**src/hw/rtl/liquid_slosh_modal_rk4_macros.svh**
```systemverilog
// Assertion helpers used by the top-level RTL module.
`ifndef LIQUID_SLOSH_MODAL_RK4_MACROS_SVH
`define LIQUID_SLOSH_MODAL_RK4_MACROS_SVH

// Consequent holds in the same cycle as the antecedent.
`define LSM_ASSERT_NOW(lbl, clk, rstn, ante, cons, msg) \
  lbl: assert property (@(posedge clk) disable iff (!rstn) (ante) |-> (cons)) \
    else $error(msg);

// Consequent holds in the cycle after the antecedent.
`define LSM_ASSERT_NEXT(lbl, clk, rstn, ante, cons, msg) \
  lbl: assert property (@(posedge clk) disable iff (!rstn) (ante) |=> (cons)) \
    else $error(msg);

`endif

```
**src/hw/rtl/lsm_pkg.sv**
```systemverilog
package lsm_pkg;

  localparam int unsigned CFG_IDX_W = 8;

  localparam logic [CFG_IDX_W-1:0] CFG_PRIMARY_STIFFNESS    = 8'd0;
  localparam logic [CFG_IDX_W-1:0] CFG_PRIMARY_DAMPING_TERM = 8'd1;
  localparam logic [CFG_IDX_W-1:0] CFG_SECOND_STIFFNESS     = 8'd2;
  localparam logic [CFG_IDX_W-1:0] CFG_SECOND_DAMPING_TERM  = 8'd3;
  localparam logic [CFG_IDX_W-1:0] CFG_LONGITUDINAL_GAIN    = 8'd4;
  localparam logic [CFG_IDX_W-1:0] CFG_LATERAL_GAIN         = 8'd5;
  localparam logic [CFG_IDX_W-1:0] CFG_PRIMARY_HEIGHT_GAIN  = 8'd6;
  localparam logic [CFG_IDX_W-1:0] CFG_SECOND_HEIGHT_GAIN   = 8'd7;

  typedef enum logic [3:0] {
    OP_LOAD,
    OP_FORCE,
    OP_DAMP,
    OP_STIFF,
    OP_ACC,
    OP_EPT,
    OP_VPT,
    OP_EFIN,
    OP_EDIV,
    OP_VFIN,
    OP_VDIV,
    OP_SQX,
    OP_SQY,
    OP_SQRT,
    OP_HGT,
    OP_FIN
  } op_e;

  typedef struct packed {
    logic [31:0] primary_stiffness;
    logic [31:0] primary_damping_term;
    logic [31:0] second_stiffness;
    logic [31:0] second_damping_term;
    logic [31:0] longitudinal_gain;
    logic [31:0] lateral_gain;
    logic [31:0] primary_height_gain;
    logic [31:0] second_height_gain;
  } cfg_t;

  typedef struct packed {
    op_e        op;
    logic [1:0] axis;
    logic [1:0] stage;
    logic       mode;
    logic       accept;
    logic       issue;
    logic       wb;
    logic       sq_start;
  } cmd_t;

  typedef struct packed {
    logic out_full;
    logic sq_busy;
  } sts_t;

endpackage

```
**src/hw/rtl/lsm_ctrl.sv**
```systemverilog
module lsm_ctrl (
  input  logic          clk_i,
  input  logic          rst_ni,
  input  logic          in_valid_i,
  output logic          in_stall_o,
  output lsm_pkg::cmd_t cmd_o,
  input  lsm_pkg::sts_t sts_i
);
  import lsm_pkg::*;

  localparam logic [1:0] ST_IDLE  = 2'd0;
  localparam logic [1:0] ST_ISSUE = 2'd1;
  localparam logic [1:0] ST_WB    = 2'd2;
  localparam logic [1:0] ST_SQW   = 2'd3;
  localparam logic [4:0] LAST_IDX = 5'd23;

  function automatic op_e axis_op(input logic [4:0] idx);
    op_e r;
    case (idx)
      5'd0:                      r = OP_LOAD;
      5'd1:                      r = OP_FORCE;
      5'd2, 5'd7, 5'd12, 5'd17:  r = OP_DAMP;
      5'd3, 5'd8, 5'd13, 5'd18:  r = OP_STIFF;
      5'd4, 5'd9, 5'd14, 5'd19:  r = OP_ACC;
      5'd5, 5'd10, 5'd15:        r = OP_EPT;
      5'd6, 5'd11, 5'd16:        r = OP_VPT;
      5'd20:                     r = OP_EFIN;
      5'd21:                     r = OP_EDIV;
      5'd22:                     r = OP_VFIN;
      5'd23:                     r = OP_VDIV;
      default:                   r = OP_LOAD;
    endcase
    return r;
  endfunction

  function automatic op_e height_op(input logic [1:0] hidx);
    op_e r;
    case (hidx)
      2'd0:    r = OP_SQX;
      2'd1:    r = OP_SQY;
      2'd2:    r = OP_SQRT;
      default: r = OP_HGT;
    endcase
    return r;
  endfunction

  logic [1:0] state_q, state_d;
  logic [1:0] axis_q, axis_d;
  logic [4:0] idx_q, idx_d;
  logic       ht_q, ht_d;
  logic       mode_q, mode_d;
  logic [1:0] hidx_q, hidx_d;
  logic       fin_q, fin_d;
  logic       accept, advance;
  op_e        op;
  logic [1:0] stage;

  always_comb begin
    op = fin_q ? OP_FIN : (ht_q ? height_op(hidx_q) : axis_op(idx_q));
    if (idx_q < 5'd7) begin
      stage = 2'd0;
    end else if (idx_q < 5'd12) begin
      stage = 2'd1;
    end else if (idx_q < 5'd17) begin
      stage = 2'd2;
    end else begin
      stage = 2'd3;
    end

    accept          = (state_q == ST_IDLE) && in_valid_i;
    advance         = 1'b0;
    state_d         = state_q;
    cmd_o.op        = op;
    cmd_o.axis      = axis_q;
    cmd_o.stage     = stage;
    cmd_o.mode      = mode_q;
    cmd_o.accept    = accept;
    cmd_o.issue     = 1'b0;
    cmd_o.wb        = 1'b0;
    cmd_o.sq_start  = 1'b0;

    case (state_q)
      ST_IDLE: begin
        if (accept) state_d = ST_ISSUE;
      end
      ST_ISSUE: begin
        if (op == OP_SQRT) begin
          cmd_o.sq_start = 1'b1;
          state_d        = ST_SQW;
        end else if (!(op == OP_FIN && sts_i.out_full)) begin
          cmd_o.issue = 1'b1;
          state_d     = ST_WB;
        end
      end
      ST_WB: begin
        cmd_o.wb = 1'b1;
        if (op == OP_FIN) begin
          state_d = ST_IDLE;
        end else begin
          advance = 1'b1;
          state_d = ST_ISSUE;
        end
      end
      ST_SQW: begin
        if (!sts_i.sq_busy) begin
          advance = 1'b1;
          state_d = ST_ISSUE;
        end
      end
      default: state_d = ST_IDLE;
    endcase

    axis_d = axis_q;
    idx_d  = idx_q;
    ht_d   = ht_q;
    mode_d = mode_q;
    hidx_d = hidx_q;
    fin_d  = fin_q;
    if (accept) begin
      axis_d = '0;
      idx_d  = '0;
      ht_d   = 1'b0;
      mode_d = 1'b0;
      hidx_d = '0;
      fin_d  = 1'b0;
    end else if (advance) begin
      if (!ht_q) begin
        if (idx_q == LAST_IDX) begin
          idx_d = '0;
          if (axis_q == 2'd3) begin
            ht_d = 1'b1;
          end else begin
            axis_d = axis_q + 2'd1;
          end
        end else begin
          idx_d = idx_q + 5'd1;
        end
      end else if (hidx_q == 2'd3) begin
        hidx_d = '0;
        if (mode_q) begin
          fin_d = 1'b1;
        end else begin
          mode_d = 1'b1;
        end
      end else begin
        hidx_d = hidx_q + 2'd1;
      end
    end
  end

  always_ff @(posedge clk_i or negedge rst_ni) begin
    if (!rst_ni) begin
      state_q <= ST_IDLE;
      axis_q  <= '0;
      idx_q   <= '0;
      ht_q    <= 1'b0;
      mode_q  <= 1'b0;
      hidx_q  <= '0;
      fin_q   <= 1'b0;
    end else begin
      state_q <= state_d;
      axis_q  <= axis_d;
      idx_q   <= idx_d;
      ht_q    <= ht_d;
      mode_q  <= mode_d;
      hidx_q  <= hidx_d;
      fin_q   <= fin_d;
    end
  end

  assign in_stall_o = (state_q != ST_IDLE);

endmodule

```
**config.mk**
```make
export PLATFORM = sky130hd
export DESIGN_NAME = lsm_ctrl
export DESIGN_NICKNAME = d
export VERILOG_FILES = /design/src/hw/rtl/liquid_slosh_modal_rk4_macros.svh /design/src/hw/rtl/lsm_pkg.sv /design/src/hw/rtl/lsm_ctrl.sv
export SDC_FILE = /design/constraint.sdc
export NUM_CORES = 1
export LEC_CHECK = 0
export ABC_AREA = 1
export BUFFER_PORTS_ARGS = -buffer_cell sky130_fd_sc_hd__buf_2
export CAP_MARGIN = 25
export CORE_MARGIN = 2
export CORE_UTILIZATION = 53
export CTS_BUF_LIST = sky130_fd_sc_hd__clkbuf_8
export DETAILED_ROUTE_END_ITERATION = 10
export GPL_TIMING_DRIVEN = 0
export PLACE_DENSITY = 0.78
export SYNTH_ARGS = -nofsm -noshare
export SYNTH_HDL_FRONTEND = slang
export SYNTH_SLANG_ARGS = --single-unit
```
**constraint.sdc**
```tcl
create_clock -name clk_i -period 1.8 [get_ports clk_i]
set_clock_uncertainty 0.1 [all_clocks]
set_input_delay 0.09 -clock clk_i [delete_from_list [all_inputs] [get_ports clk_i]]
set_output_delay 0.09 -clock clk_i [all_outputs]
set_load 0.02 [all_outputs]
```
# [Word level (Yosys, flattened, before mapping)]
# Memories as Yosys holds them, arrays and structs flattened.
# Index checks and enable logic that the tools add are counted.
[op_classes] mux=48 add_sub_neg=3 magnitude_cmp=3 eq_ne=15 n_reduce_logical=16
[op_table] op="2-bit two-way mux" n=15
[op_table] op="1-bit two-way mux" n=24
[op_table] op="5-bit two-way mux" n=4
[op_table] op="2-bit nonzero test" n=6
[op_table] op="2-bit == test, second input constant" n=5
[op_table] op="3-bit one-hot mux with 3 select lines" n=1
[op_table] op="4-bit == test, second input constant" n=2
[op_table] op="4-bit two-way mux" n=2
[op_table] op="2-bit one-hot mux with 4 select lines" n=1
[op_table] op="4-bit AND reduction" n=2
[op_table] op="2-bit != test, second input constant" n=3
[op_table] op="3-bit AND reduction" n=2
[op_table] op="5-bit by 1-bit adder with 5-bit output, second input constant" n=1
[op_table] op="5-bit == test, second input constant" n=1
[op_table] op="5-bit by 3-bit < comparator with 1-bit output, second input constant" n=1
[op_table] op="5-bit by 4-bit < comparator with 1-bit output, second input constant" n=1
[op_table] op="5-bit < comparator, second input constant" n=1
[op_table] op="2-bit by 1-bit adder with 2-bit output, second input constant" n=2
[op_table] op="2-bit by 1-bit == test with 1-bit output, second input constant" n=2
[op_table] op="2-bit logical NOT" n=2
[op_table] op="2-bit AND reduction" n=2
[op_table] op="3-bit != test, second input constant" n=1
[op_table] op="1-bit logical AND" n=2
[op_table] op="2-bit by 1-bit != test with 1-bit output, second input constant" n=1
[op_table] op="1-bit one-hot mux with 2 select lines" n=1
[totals] ff_bits=14 romBits=128 mem_count=1 inputBits=5 output_inout_bits=14 elab_cells=93
[memory_table] memory="(no name shown)" words=32 width=4 read_ports=1 rd_ports_with_merged_regs=0 write_ports=0 line_no="lsm_ctrl.sv:19" source="case (idx)"

# [Longest topological paths before layout]
# Gate-level depths: netlist of run 1.
[logic_depth] word_depth=9 depth_mapped=14

# [Worst setup path after synthesis of run 1]
# Ideal clock, no wire load.
[synth_timing] kind="register to register" from="reg idx_q[0]" to="reg axis_q[0]" path_buffers=0 arrival_time_ns=1.746 required_ns=1.583 setup_time_ns=0.117 stages_incl_launch_ff=14 slack_ns=-0.164 path_cell_list="dfrtp_1 inv_1 ha_1 nand2_1 nand3_1 nand3_1 nand2_2 nand2_2 nand3_4 nand2_4 nand2_4 nand3_1 nand2_1 nand2_1"
[synth_lines] element="start, declared" line_no="lsm_ctrl.sv:49" source="logic [4:0] idx_q, idx_d;"
[synth_lines] element="start signal, assigned" line_no="lsm_ctrl.sv:163" source="idx_q <= idx_d;"
[synth_lines] element="end signal, assigned" line_no="lsm_ctrl.sv:162" source="axis_q <= axis_d;"
[synth_lines] element="end, declared" line_no="lsm_ctrl.sv:48" source="logic [1:0] axis_q, axis_d;"

==> results of run 1 <==
[stage by stage]
| stage | cell area (µm²) | std cells | util [%] | worst slack [ns] |
|---|---|---|---|---|
| 2_1_floorplan | 1270 | 173 | - | -0.0384 |
| 3_3_place_gp | 1390 | 219 | 62.9 | -0.143 |
| 3_5_place_dp | 1390 | 219 | 62.9 | -0.177 |
| 4_1_cts | 1650 | 236 | 74.5 | -0.232 |
| 5_1_grt | 1760 | 243 | 79.6 | -0.468 |
| 6_report | 1760 | 243 | 79.6 | -0.407 |
[cell usage after synthesis]
cell and n:
a211o_1 1, a21oi_1 6, a21oi_2 1, buf_2 1
buf_4 2, clkinv_1 1, dfrtp_1 14, ha_1 15
inv_1 22, inv_2 5, nand2_1 44, nand2_2 4
nand2_4 2, nand2_8 1, nand3_1 16, nand3_4 1
nand4_1 5, nor2_1 11, nor2_2 3, nor3_1 1
o211ai_1 2, o21ai_0 8, o21ai_1 5, o21ai_2 1
o22ai_1 1
[kinds of logic after synthesis]
family | count (synthesis)
fa+ha+maj | 15
simple gates | 88
flops | 14
buf+inv | 31
compound gates | 25
[cell type report]
class | instances | area, µm²
clock buffers | 4 | 55.1
multi-input cells | 130 | 918
well taps | 28 | 35.0
flip-flops and latches | 14 | 353
repair buffers | 36 | 260
inverters | 28 | 114
fillers | 137 | 450
plain buffers | 3 | 26.3
[where the power goes]
group          switching, µW  internal, µW
combinational           1780          1270
clock                    136           195
sequential               171           452
total                   2090          1920
[layout by cell type, fill, tap and decap left out, types with 2 or more instances in the layout]
cell,count
a21oi_2,3
inv_1,17
nand4_1,5
o21ai_0,7
buf_6,7
nand2_1,38
nor2_4,2
dfrtp_2,2
buf_2,14
nand3_2,6
nand2_2,7
o21ai_1,5
inv_2,7
dfrtp_1,12
buf_4,17
clkbuf_8,4
nand3_1,10
nor2_1,10
inv_4,3
nor2_2,2
o211ai_1,2
o21ai_2,2
ha_1,11
nand2_8,5
a21oi_1,4
ha_2,3
nand2_4,3
[sequential cells by signal, indices dropped and copies added (netlist names)]
signal / cells
idx_q: 5
axis_q: 2
hidx_q: 2
state_q: 2
fin_q: 1
ht_q: 1
mode_q: 1
[what timing repair did]
item,in CTS,in global routing
pin swaps,9,8
hold buffers,1,0
gates resized for setup,29,17
buffers inserted,10,7
endpoints found under the setup margin,20,21
hold endpoints to repair,14,0
cloned,2,0
[how the worst max path moves through the flow]
stage	startpoint	to	slack [ns]	cells past startpoint
after CTS	idx_q[0]	cmd_o[2]	-0.23	13
after detailed placement	idx_q[1]	idx_q[2]	-0.18	13
after floorplan	idx_q[0]	idx_q[4]	-0.04	13
final	hidx_q[1]	cmd_o[2]	-0.41	11
after global routing	hidx_q[1]	cmd_o[2]	-0.47	11
after global placement	idx_q[1]	idx_q[0]	-0.14	13
[layer usage]
| layer | wire [µm] | global-route usage, % |
|---|---|---|
| met5 | 0 | 0 |
| met4 | 157 | 9.83 |
| met3 | 414 | 6.29 |
| met2 | 1960 | 46.8 |
| met1 | 1510 | 34.7 |
[critical path, delay by kind of cell, from the launching register on]
kind            cells  cell delay [ns]
compound gates      2             0.39
fa+ha+maj           1             0.15
buf+inv             6             0.56
simple gates        2             0.21
flops               1             0.44
==> metrics.yaml, run 1 <==
pwr:
  vdd_drop_max_v: 0.00128
  total_power_uw: 4010
  power.leakage_uw: 0.000940
  power_density_nw_per_um2: 2280
setup_path:
  path_class: "flip-flop to output pin"
  reg2reg_to: "idx_q[0]"
  cp_slowest_cell: "dfrtp_1"
  cpMostUsedCell: "inv_1"
  r2r_cells: 14
  max_stage_delay_ns: 0.44
  cp_data_required_time_ns: 1.61
  r2r-start: "idx_q[1]"
  start_kind: "flip-flop"
  cp-end-kind: "output pin"
  worstPathMaxFanout: 5
  cp.arrival_ns: 2.02
  r2r_slack_ns: -0.32
  path_cells: "inv_1 > ha_1 > inv_1 > a21oi_1 > clkinv_2 > nand3_1 > inv_1 > a21oi_2 > nand2_1 > inv_2 > buf_6"
floorplanning:
  die-area_um2: 2730
  row_count: 17
  ios: 19
  die_h_um: 52.2
  placeableCoreArea_um2: 2210
  initial_core_util_pct: 55.7
  die_w_um: 52.2
cells_and_area:
  area_delta_synth_final_pct: 42.9
  drive_gt1_share_pct: 41.9
  finalNetCount: 236
  diodes: 0
global_routing:
  grt_usage_pct: 27.8
  grt_pass1_wl_um: 5550
  grt.overflow.total: 0
  antenna_found_initial: 0
  grt_max_degree: 15
  grt_pass1_vias: 1204
routing:
  drt_iter0_drc: 74
  num_vias: 1426
  drc: 0
  firstDrtPassIters: 6
  routed_via_density: 5.87
  wl_per_cell_um: 16.6
  wl_um: 4040
  ant_nets: 0
synth:
  ys_warn_count: 0
  yosys-top-cells-area: "dfrtp_1 28%, ha_1 15%, nand2_1 13%"
  syn_nets: 193
  syn_avg_cell_area_um2: 7.12
  ys_types: 25
  synth_largest_area_cell: "dfrtp_1"
  synth_top_family_by_area: "simple AND/OR/NAND/NOR gates"
  synth-simple-area-share_pct: 34.6
  syn_inst: 173
  ys_seq_area_share_pct: 28.4
  synth_compound_area_share_pct: 11.6
  yosys.area.top_type_share_pct: 28.4
  synthMuxAreaShare_pct: 0
  synthXorXnorAreaFrac_pct: 0
  synth-adder-area-share_pct: 15.2
  ys_seq_elements: 14
  synth_area_um2: 1230
sta:
  rsz0062_at_grt: "true"
  finalMaxSlewViolations: 0
  fin_setup_tns_ns: -5.26
  fin_crit_ns: 2.21
  relSlewSlack_pct: 68.2
  setup_violations: 19
  setup_ws_ns: -0.407
  worst_hold_slack_ns: 0.101
  finalHoldViolCount: 0
  tightest_slew_ns: 0.477
  fmaxAchievable_ghz: 0.453
  fin_crit_sh_pct: 123
clock_tree:
  worst_skew_pair.late_latency_ns: 0.26
  clk_path_buf_depth: 2
  clkSlewWorstSetupHoldPaths_ns: 0.07
  cts_tree: "yes"
  htreeDepth: 1
  root_buffer: "clkbuf_8"
  cts.sinks: 14
  cts_buffers: 3
hold_path:
  hold_depth: 4
  min_to: "state_q[0]"
  hp-start: "sts_i[0]"
  hold_class: "primary input to flip-flop"
placed_design:
  port_buffers: 18
  gp_congestion: 0.932
  hpwlAfterDp_um: 2100
outcome:
  outcome: "complete, but fails checks"
  violations: "negative setup slack"
job:
  maxCapViolCount: 0
No activity file was read; power rests on OpenSTA's default activity.
==> inputs of run 2 (changes only) <==
--- a/config.mk
+++ b/config.mk
@@ -5,7 +5,6 @@
 export SDC_FILE = /design/constraint.sdc
 export NUM_CORES = 1
 export LEC_CHECK = 0
-export ABC_AREA = 1
 export BUFFER_PORTS_ARGS = -buffer_cell sky130_fd_sc_hd__buf_2
 export CAP_MARGIN = 25
 export CORE_MARGIN = 2
@@ -13,6 +12,7 @@
 export CTS_BUF_LIST = sky130_fd_sc_hd__clkbuf_8
 export DETAILED_ROUTE_END_ITERATION = 10
 export GPL_TIMING_DRIVEN = 0
+export MAX_ROUTING_LAYER = met4
 export PLACE_DENSITY = 0.78
 export SYNTH_ARGS = -nofsm -noshare
 export SYNTH_HDL_FRONTEND = slang
==> run 2 against run 1 <==
Combinational power decreased by 24%. Utilization up 1.7 points. Sequential power decreased by 23%. First-iteration DRC count is 46% lower. Highest routed layer unchanged. Worst setup slack better by 0.030 ns. Wire length down 9.0%. Synthesized cell count fell by 17%. The run still ends with negative setup slack left. Die area is 2.1% higher. Critical path depth down 2. Non-clock buffer count up 4. Synthesized area is 2.2% higher. Clock power down 1%.
==> metrics.yaml, run 2 <==
synth:
  yosys.area.top_type_share_pct: 27.8  # -0.62 points
  synth_largest_area_cell: "dfrtp_1"
  synth_ff_type: "dfrtp_1"
  ys_warn_count: 0  # unchanged
  ys_async_sr_fraction_pct: 100  # unchanged
  synth_most_common_cell: "ha_1"
  ys_seq_elements: 14  # unchanged
  synth_area_um2: 1260  # +2.2%
  yosys-top-cells-area: "dfrtp_1 28%, ha_1 15%, nand2_1 4.2%"
  ys_seq_area_share_pct: 27.8  # -0.62 points
  syn_nets: 164  # -15%
  ys_types: 50  # +100%
  syn_inst: 144  # -17%
  synth_commonest_cells: "15 x ha_1, 14 x dfrtp_1, 14 x nand2_1"
  syn_avg_cell_area_um2: 8.75  # +23%
  synth_edf_count: 0  # unchanged
pwr:
  power_density_nw_per_um2: 1730  # -24%
  total_power_uw: 3140  # -22%
  vdd_drop_max_v: 0.00172  # +35%
  power.leakage_uw: 0.000845  # -10%
cells_and_area:
  drive_gt1_share_pct: 50.8  # +9.0 points
  diodes: 0  # unchanged
  final_common_cell: "buf_4"
  fillCellCount: 138  # +0.73%
  area_delta_synth_final_pct: 44.2
  layoutNonFillerInstCount: 211  # -13%
  finalNetCount: 204  # -14%
  largest_register_ff_count: 5  # unchanged
  top_register: "idx_q"
  final_cell_mix: "18 x buf_4, 17 x buf_2, 13 x nand2_1"
  final_util_pct: 81.3  # +1.7 points
placed_design:
  dp_slack_ns: -0.291  # -0.114 ns
  hpwlAfterDp_um: 2200  # +4.7%
  port_buffers: 18  # unchanged
  dpl.cell_count: 190  # -13%
  gp_congestion: 0.888  # -4.8%
sta:
  finalMaxSlewViolations: 0  # unchanged
  finalHoldViolCount: 0  # unchanged
  fin_crit_ns: 2.18  # -0.0302 ns
  fmaxAchievable_ghz: 0.459  # +1.4%
  rsz0062_at_grt: "true"
  setup_ws_ns: -0.377  # +0.0302 ns
  fin_crit_sh_pct: 121  # -1.7 points
  tightest_slew_ns: 0.443  # -0.0334 ns
  relSlewSlack_pct: 70.2  # +2.0 points
  worst_hold_slack_ns: 0.138  # +0.0367 ns
  setup_violations: 12  # -7
global_routing:
  grt_max_degree: 15  # unchanged
  grt_pass1_vias: 1184  # -1.7%
  grt_pass1_wl_um: 5360  # -3.4%
  antenna_found_initial: 0  # unchanged
  grt_usage_pct: 27.8  # +0.058 points
  grt.overflow.total: 0  # unchanged
routing:
  num_vias: 1281  # -10%
  wl_per_cell_um: 17.4  # +4.8%
  routed_via_density: 6.07  # +3.5%
  wl_um: 3680  # -9.0%
  firstDrtPassIters: 4  # -2
  drc: 0  # unchanged
  drt_iter0_drc: 40  # -46%
  ant_nets: 0  # unchanged
setup_path:
  worstPathMaxFanout: 4  # -1
  path_class: "flip-flop to output pin"
  path_cells: "clkbuf_8 > inv_4 > ha_4 > a22oi_1 > a21oi_2 > o221ai_4 > nor2b_2 > o21a_2 > buf_6"
  cp_data_required_time_ns: 1.61  # about the same
  path_delay_family: "compound AO/OA/AOI/OAI gates"
  max_stage_delay_ns: 0.36  # -0.08 ns
  start_kind: "flip-flop"
  cp-end-kind: "output pin"
  cp_slowest_cell: "dfrtp_1"
  cp.arrival_ns: 1.99  # -0.03 ns
  r2r_cells: 7  # -7
  critPathBufInv: 3  # -3
  cp.depth: 9  # -2
clock_tree:
  cts_tree: "yes"
  clk_path_buf_depth: 2  # unchanged
  cts.sinks: 14  # unchanged
  worst_skew_pair.late_latency_ns: 0.26  # about the same
  root_buffer: "clkbuf_8"
  htreeDepth: 1  # unchanged
  clkSlewWorstSetupHoldPaths_ns: 0.07  # about the same
  cts_buffers: 3  # unchanged
floorplanning:
  die-area_um2: 2780  # +2.1%
  initial_core_util_pct: 56.4  # +0.70 points
  placeableCoreArea_um2: 2230  # +0.96%
  die_w_um: 52.8  # +1.0%
  die_h_um: 52.8  # +1.0%
  ios: 19  # unchanged
  row_count: 17  # unchanged
outcome:
  violations: "negative setup slack"
  outcome: "complete, but fails checks"
hold_path:
  hold_class: "primary input to flip-flop"
  hold_depth: 3  # -1
job:
  maxCapViolCount: 0  # unchanged
[run 2: cell count changes after synthesis, sizes merged, moves of 3 or more]
| cell | change |
|---|---|
| nand2 | -37 |
| mux2i | +3 |
| nand2b | +3 |
| nand4 | -3 |
| nor2 | -6 |
| inv | -13 |
| nand3 | -14 |
| buf | +4 |
| o21ai | -3 |
[run 2: logic make-up after synthesis]
group | count (synthesis) | share of synthesized area, %
compound gates | 44 | 25.1
simple gates | 42 | 19.1
buf+inv | 23 | 8.24
fa+ha+maj | 15 | 14.9
flops | 14 | 27.8
mux | 5 | 4.17
xor+xnor | 1 | 0.695
[run 2: what timing repair did]
action | in CTS | in global routing
endpoints found under the hold margin | 14 | 0
cloned | 0 | 1
setup buffers | 13 | 3
hold buffers | 1 | 0
setup endpoints to repair | 15 | 21
resized for setup | 30 | 21
pin swaps | 14 | 13
[run 2: worst paths after layout]
check	start	to	slack, ns
setup / recovery	idx_q[0]	cmd_o[2]	-0.38
hold / removal	sts_i[1]	state_q[1]	0.14
setup reg to reg	hidx_q[0]	axis_q[0]	-0.21
hold reg to reg	axis_q[1]	axis_q[1]	0.47
max in group asynchronous	rst_ni	hidx_q[1]	1.17
min in group asynchronous	rst_ni	idx_q[0]	0.15
[run 2: worst reg2reg max path: cells and delay by family (launching register included)]
family	cells	cell delay, ns
mux	1	0.26
simple gates	2	0.47
compound gates	1	0.19
fa+ha+maj	1	0.21
buf+inv	2	0.25
flops	1	0.41
[run 2: where the power goes]
part	total (µW)	switching, µW	internal [µW]
logic	2330	1230	1100
clock network	327	132	195
registers	482	83.6	398
[run 2: area by class of cell]
type | count | area [µm²] | share of cell area (%)
plain buffers | 9 | 66.3 | 3.65
clock buffers | 4 | 55.1 | 3.03
inverters | 14 | 60.1 | 3.31
multi-input cells | 108 | 1010 | 55.4
flip-flops and latches | 14 | 353 | 19.4
well taps | 28 | 35.0 | 1.93
repair buffers | 34 | 241 | 13.3
[run 2: per-stage QoR]
step / TNS, ns / cell area (µm²)
after detailed placement: -1.46 / 1450
final: -2.34 / 1820
after global routing: -3.03 / 1820
after global placement: -0.883 / 1450
after CTS: -2.00 / 1730
after floorplan: -0.271 / 1330
[run 2: per-layer routing]
| metal | up-vias | global-route usage, % | routed length, µm |
|---|---|---|---|
| li1 | 591 | - | - |
| met1 | 623 | 28.3 | 1450 |
| met2 | 50 | 49.8 | 1940 |
| met3 | 17 | 4.00 | 148 |
| met4 | 0 | 17.1 | 139 |
| met5 | - | - | 0 |
==> inputs of run 3 (changes only) <==
--- a/config.mk
+++ b/config.mk
@@ -17,3 +17,4 @@
 export SYNTH_ARGS = -nofsm -noshare
 export SYNTH_HDL_FRONTEND = slang
 export SYNTH_SLANG_ARGS = --single-unit
+export TNS_END_PERCENT = 50
==> run 3 against run 2 <==
Via count decreased by 3.2%. Critical path type unchanged. Die area stayed put. Fmax grew 1.8%. Critical path depth unchanged. The flow still finishes with violations (negative setup slack). Wire length shrank 9.2%. Largest cell class unchanged. First-iteration DRC count is 5.0% lower. Worst hold slack better by 0.016 ns. Combinational power about the same.
==> metrics.yaml, run 3 (synthesized netlist as in run 2, its figures left out) <==
outcome:
  outcome: "complete, but fails checks"
  violations: "negative setup slack"
sta:
  tightest_slew_ns: 0.425  # -0.0177 ns
  setup_violations: 9  # -3
  setup_ws_ns: -0.339  # +0.0377 ns
  fin_crit_ns: 2.14  # -0.0377 ns
  finalMaxSlewViolations: 0  # unchanged
  rsz0062_at_grt: "true"
  finalHoldViolCount: 0  # unchanged
  fin_crit_sh_pct: 119  # -2.1 points
  fmaxAchievable_ghz: 0.467  # +1.8%
  fin_setup_tns_ns: -1.66  # +0.679 ns
  relSlewSlack_pct: 71.3  # +1.1 points
clock_tree:
  cts.sinks: 14  # unchanged
  cts_tree: "yes"
  cts_buffers: 3  # unchanged
  clkSlewWorstSetupHoldPaths_ns: 0.07  # about the same
  root_buffer: "clkbuf_8"
  htreeDepth: 1  # unchanged
  clk_path_buf_depth: 2  # unchanged
  worst_skew_pair.late_latency_ns: 0.26  # about the same
setup_path:
  cp_data_required_time_ns: 1.61  # about the same
  cp_slowest_cell: "dfrtp_1"
  path_cells: "buf_4 > buf_6 > ha_4 > a221oi_4 > a21oi_2 > o221ai_4 > nor2b_1 > o21a_2 > buf_6"
  cp.arrival_ns: 1.95  # -0.04 ns
  cp-end-kind: "output pin"
  cpMostUsedCell: "buf_6"
  worstPathMaxFanout: 2  # -2
  start_kind: "flip-flop"
  max_stage_delay_ns: 0.38  # +0.02 ns
  path_class: "flip-flop to output pin"
cells_and_area:
  final_common_cell: "buf_4"
  fillCellCount: 142  # +2.9%
  finalNetCount: 206  # +0.98%
  diodes: 0  # unchanged
  drive_gt1_share_pct: 45.9  # -4.9 points
  final_area_um2: 1790  # -1.6%
  area_delta_synth_final_pct: 41.9
  top_register: "idx_q"
  multi_input_area_um2: 953  # -5.2%
  final_cell_mix: "18 x buf_4, 17 x buf_2, 13 x nand2_1"
  largest_register_ff_count: 5  # unchanged
  ff_latch_area_um2: 353  # unchanged
routing:
  firstDrtPassIters: 4  # unchanged
  drt_iter0_drc: 38  # -5.0%
  wl_per_cell_um: 15.7  # -10%
  num_vias: 1240  # -3.2%
  routed_via_density: 5.82  # -4.1%
  ant_nets: 0  # unchanged
  wl_um: 3340  # -9.2%
  drc: 0  # unchanged
global_routing:
  grt_usage_pct: 25.3  # -2.5 points
  grt_pass1_vias: 1144  # -3.4%
  antenna_found_initial: 0  # unchanged
  grt.overflow.total: 0  # unchanged
  grt_max_degree: 15  # unchanged
  grt_pass1_wl_um: 5000  # -6.7%
hold_path:
  hold_class: "primary input to async pin"
pwr:
  clockPowerShare_pct: 10.2  # -0.2 points
  internal_power_uw: 1750  # +3.3%
  pwr-share-seq_pct: 14.9  # -0.5 points
  netSwitchingFraction_pct: 44.7  # -1.4 points
  vdd_drop_max_v: 0.00149  # -14%
  p_sw_uw: 1410  # -2.5%
  power_density_nw_per_um2: 1770  # +2.3%
  power.leakage_uw: 0.000862  # +1.9%
  combPwrFrac_pct: 74.9  # +0.7 points
placed_design:
  gp_congestion: 0.898  # +1.2%
  port_buffers: 18  # unchanged
  hpwlAfterDp_um: 2050  # -6.9%
  postPlaceCellArea_um2: 1440  # -0.86%
job:
  maxCapViolCount: 0  # unchanged
floorplanning:
  row_count: 17  # unchanged
  die_h_um: 52.8  # unchanged
  ios: 19  # unchanged
  initial_core_util_pct: 56.4  # unchanged
  die-area_um2: 2780  # unchanged
  placeableCoreArea_um2: 2230  # unchanged
  die_w_um: 52.8  # unchanged
==> run 3: changes by cell type in the layout (fill, tap and decap cells not counted), moves of 2 or more <==
cell	delta
ha_1	+4
buf_6	+3
ha_2	-3
o21ai_2	-3
o21ai_1	+2
==> run 3: path summary, 6_finish.rpt <==
path | endpoint | cells past startpoint | slack, ns | startpoint
worst max register to register | axis_q[0] | 9 | -0.10 | idx_q[0]
worst min-delay path | idx_q[0] | 2 | 0.15 | rst_ni
worst max-delay path | cmd_o[2] | 9 | -0.34 | idx_q[0]
max in group asynchronous | hidx_q[1] | 2 | 1.17 | rst_ni
worst min register to register | axis_q[1] | 1 | 0.43 | axis_q[1]
min in group clk_i | state_q[1] | 4 | 0.17 | sts_i[0]
==> run 3: metrics by stage <==
step / util [%] / instances / worst slack (ns) / power [µW] / hold slack (ns)
global placement: 64.4 / 190 / -0.286 / 2030 / -0.0959
finish: 80.1 / 213 / -0.339 / 3160 / 0.154
CTS: 74.5 / 207 / -0.336 / 2800 / 0.133
floorplan: - / 144 / -0.174 / 1730 / -0.306
global route: 80.1 / 213 / -0.400 / 3330 / 0.202
detailed placement: 64.4 / 190 / -0.315 / 2090 / -0.0966
==> run 3: area by class of cell <==
| type | instances | share of cell area (%) |
|---|---|---|
| Tap cell | 28 | 1.96 |
| Timing Repair Buffer | 36 | 15.1 |
| Inverter | 14 | 3.22 |
| Clock buffer | 4 | 3.08 |
| Sequential cell | 14 | 19.7 |
| Multi-Input combinational cell | 108 | 53.3 |
| Buffer | 9 | 3.57 |
==> run 3: what timing repair did <==
| action | CTS | global route |
|---|---|---|
| gates cloned | 0 | 1 |
| hold endpoints to repair | 14 | 0 |
| hold buffers | 1 | 0 |
| setup buffers | 12 | 5 |
| resized for setup | 22 | 21 |
| pin swaps | 14 | 8 |
| setup endpoints to repair | 17 | 19 |
==> run 3: routing by layer <==
layer	GRT usage (%)	share of wire, %	vias to the layer above
met5	-	0	-
met4	13.2	1.4	0
met3	2.86	4.1	5
met2	44.6	53	41
met1	27.9	42	598
li1	-	-	596
==> run 3: worst max-delay path: cells and delay by family, from the launching register on <==
kind	cells	cell delay (ns)
AOI/OAI and AO/OA	4	0.61
buffers and inverters	3	0.37
and+or+nand+nor	1	0.16
DFF	1	0.38
adders and majority gates	1	0.16
==> run 3: power by group through the flow <==
stage	combinational [µW]	sequential [µW]	clock, µW
after floorplan	1260	472	0
after global placement	1550	484	0
after detailed placement	1590	493	0
after CTS	2010	467	322
after global routing	2510	483	336
final	2360	471	322
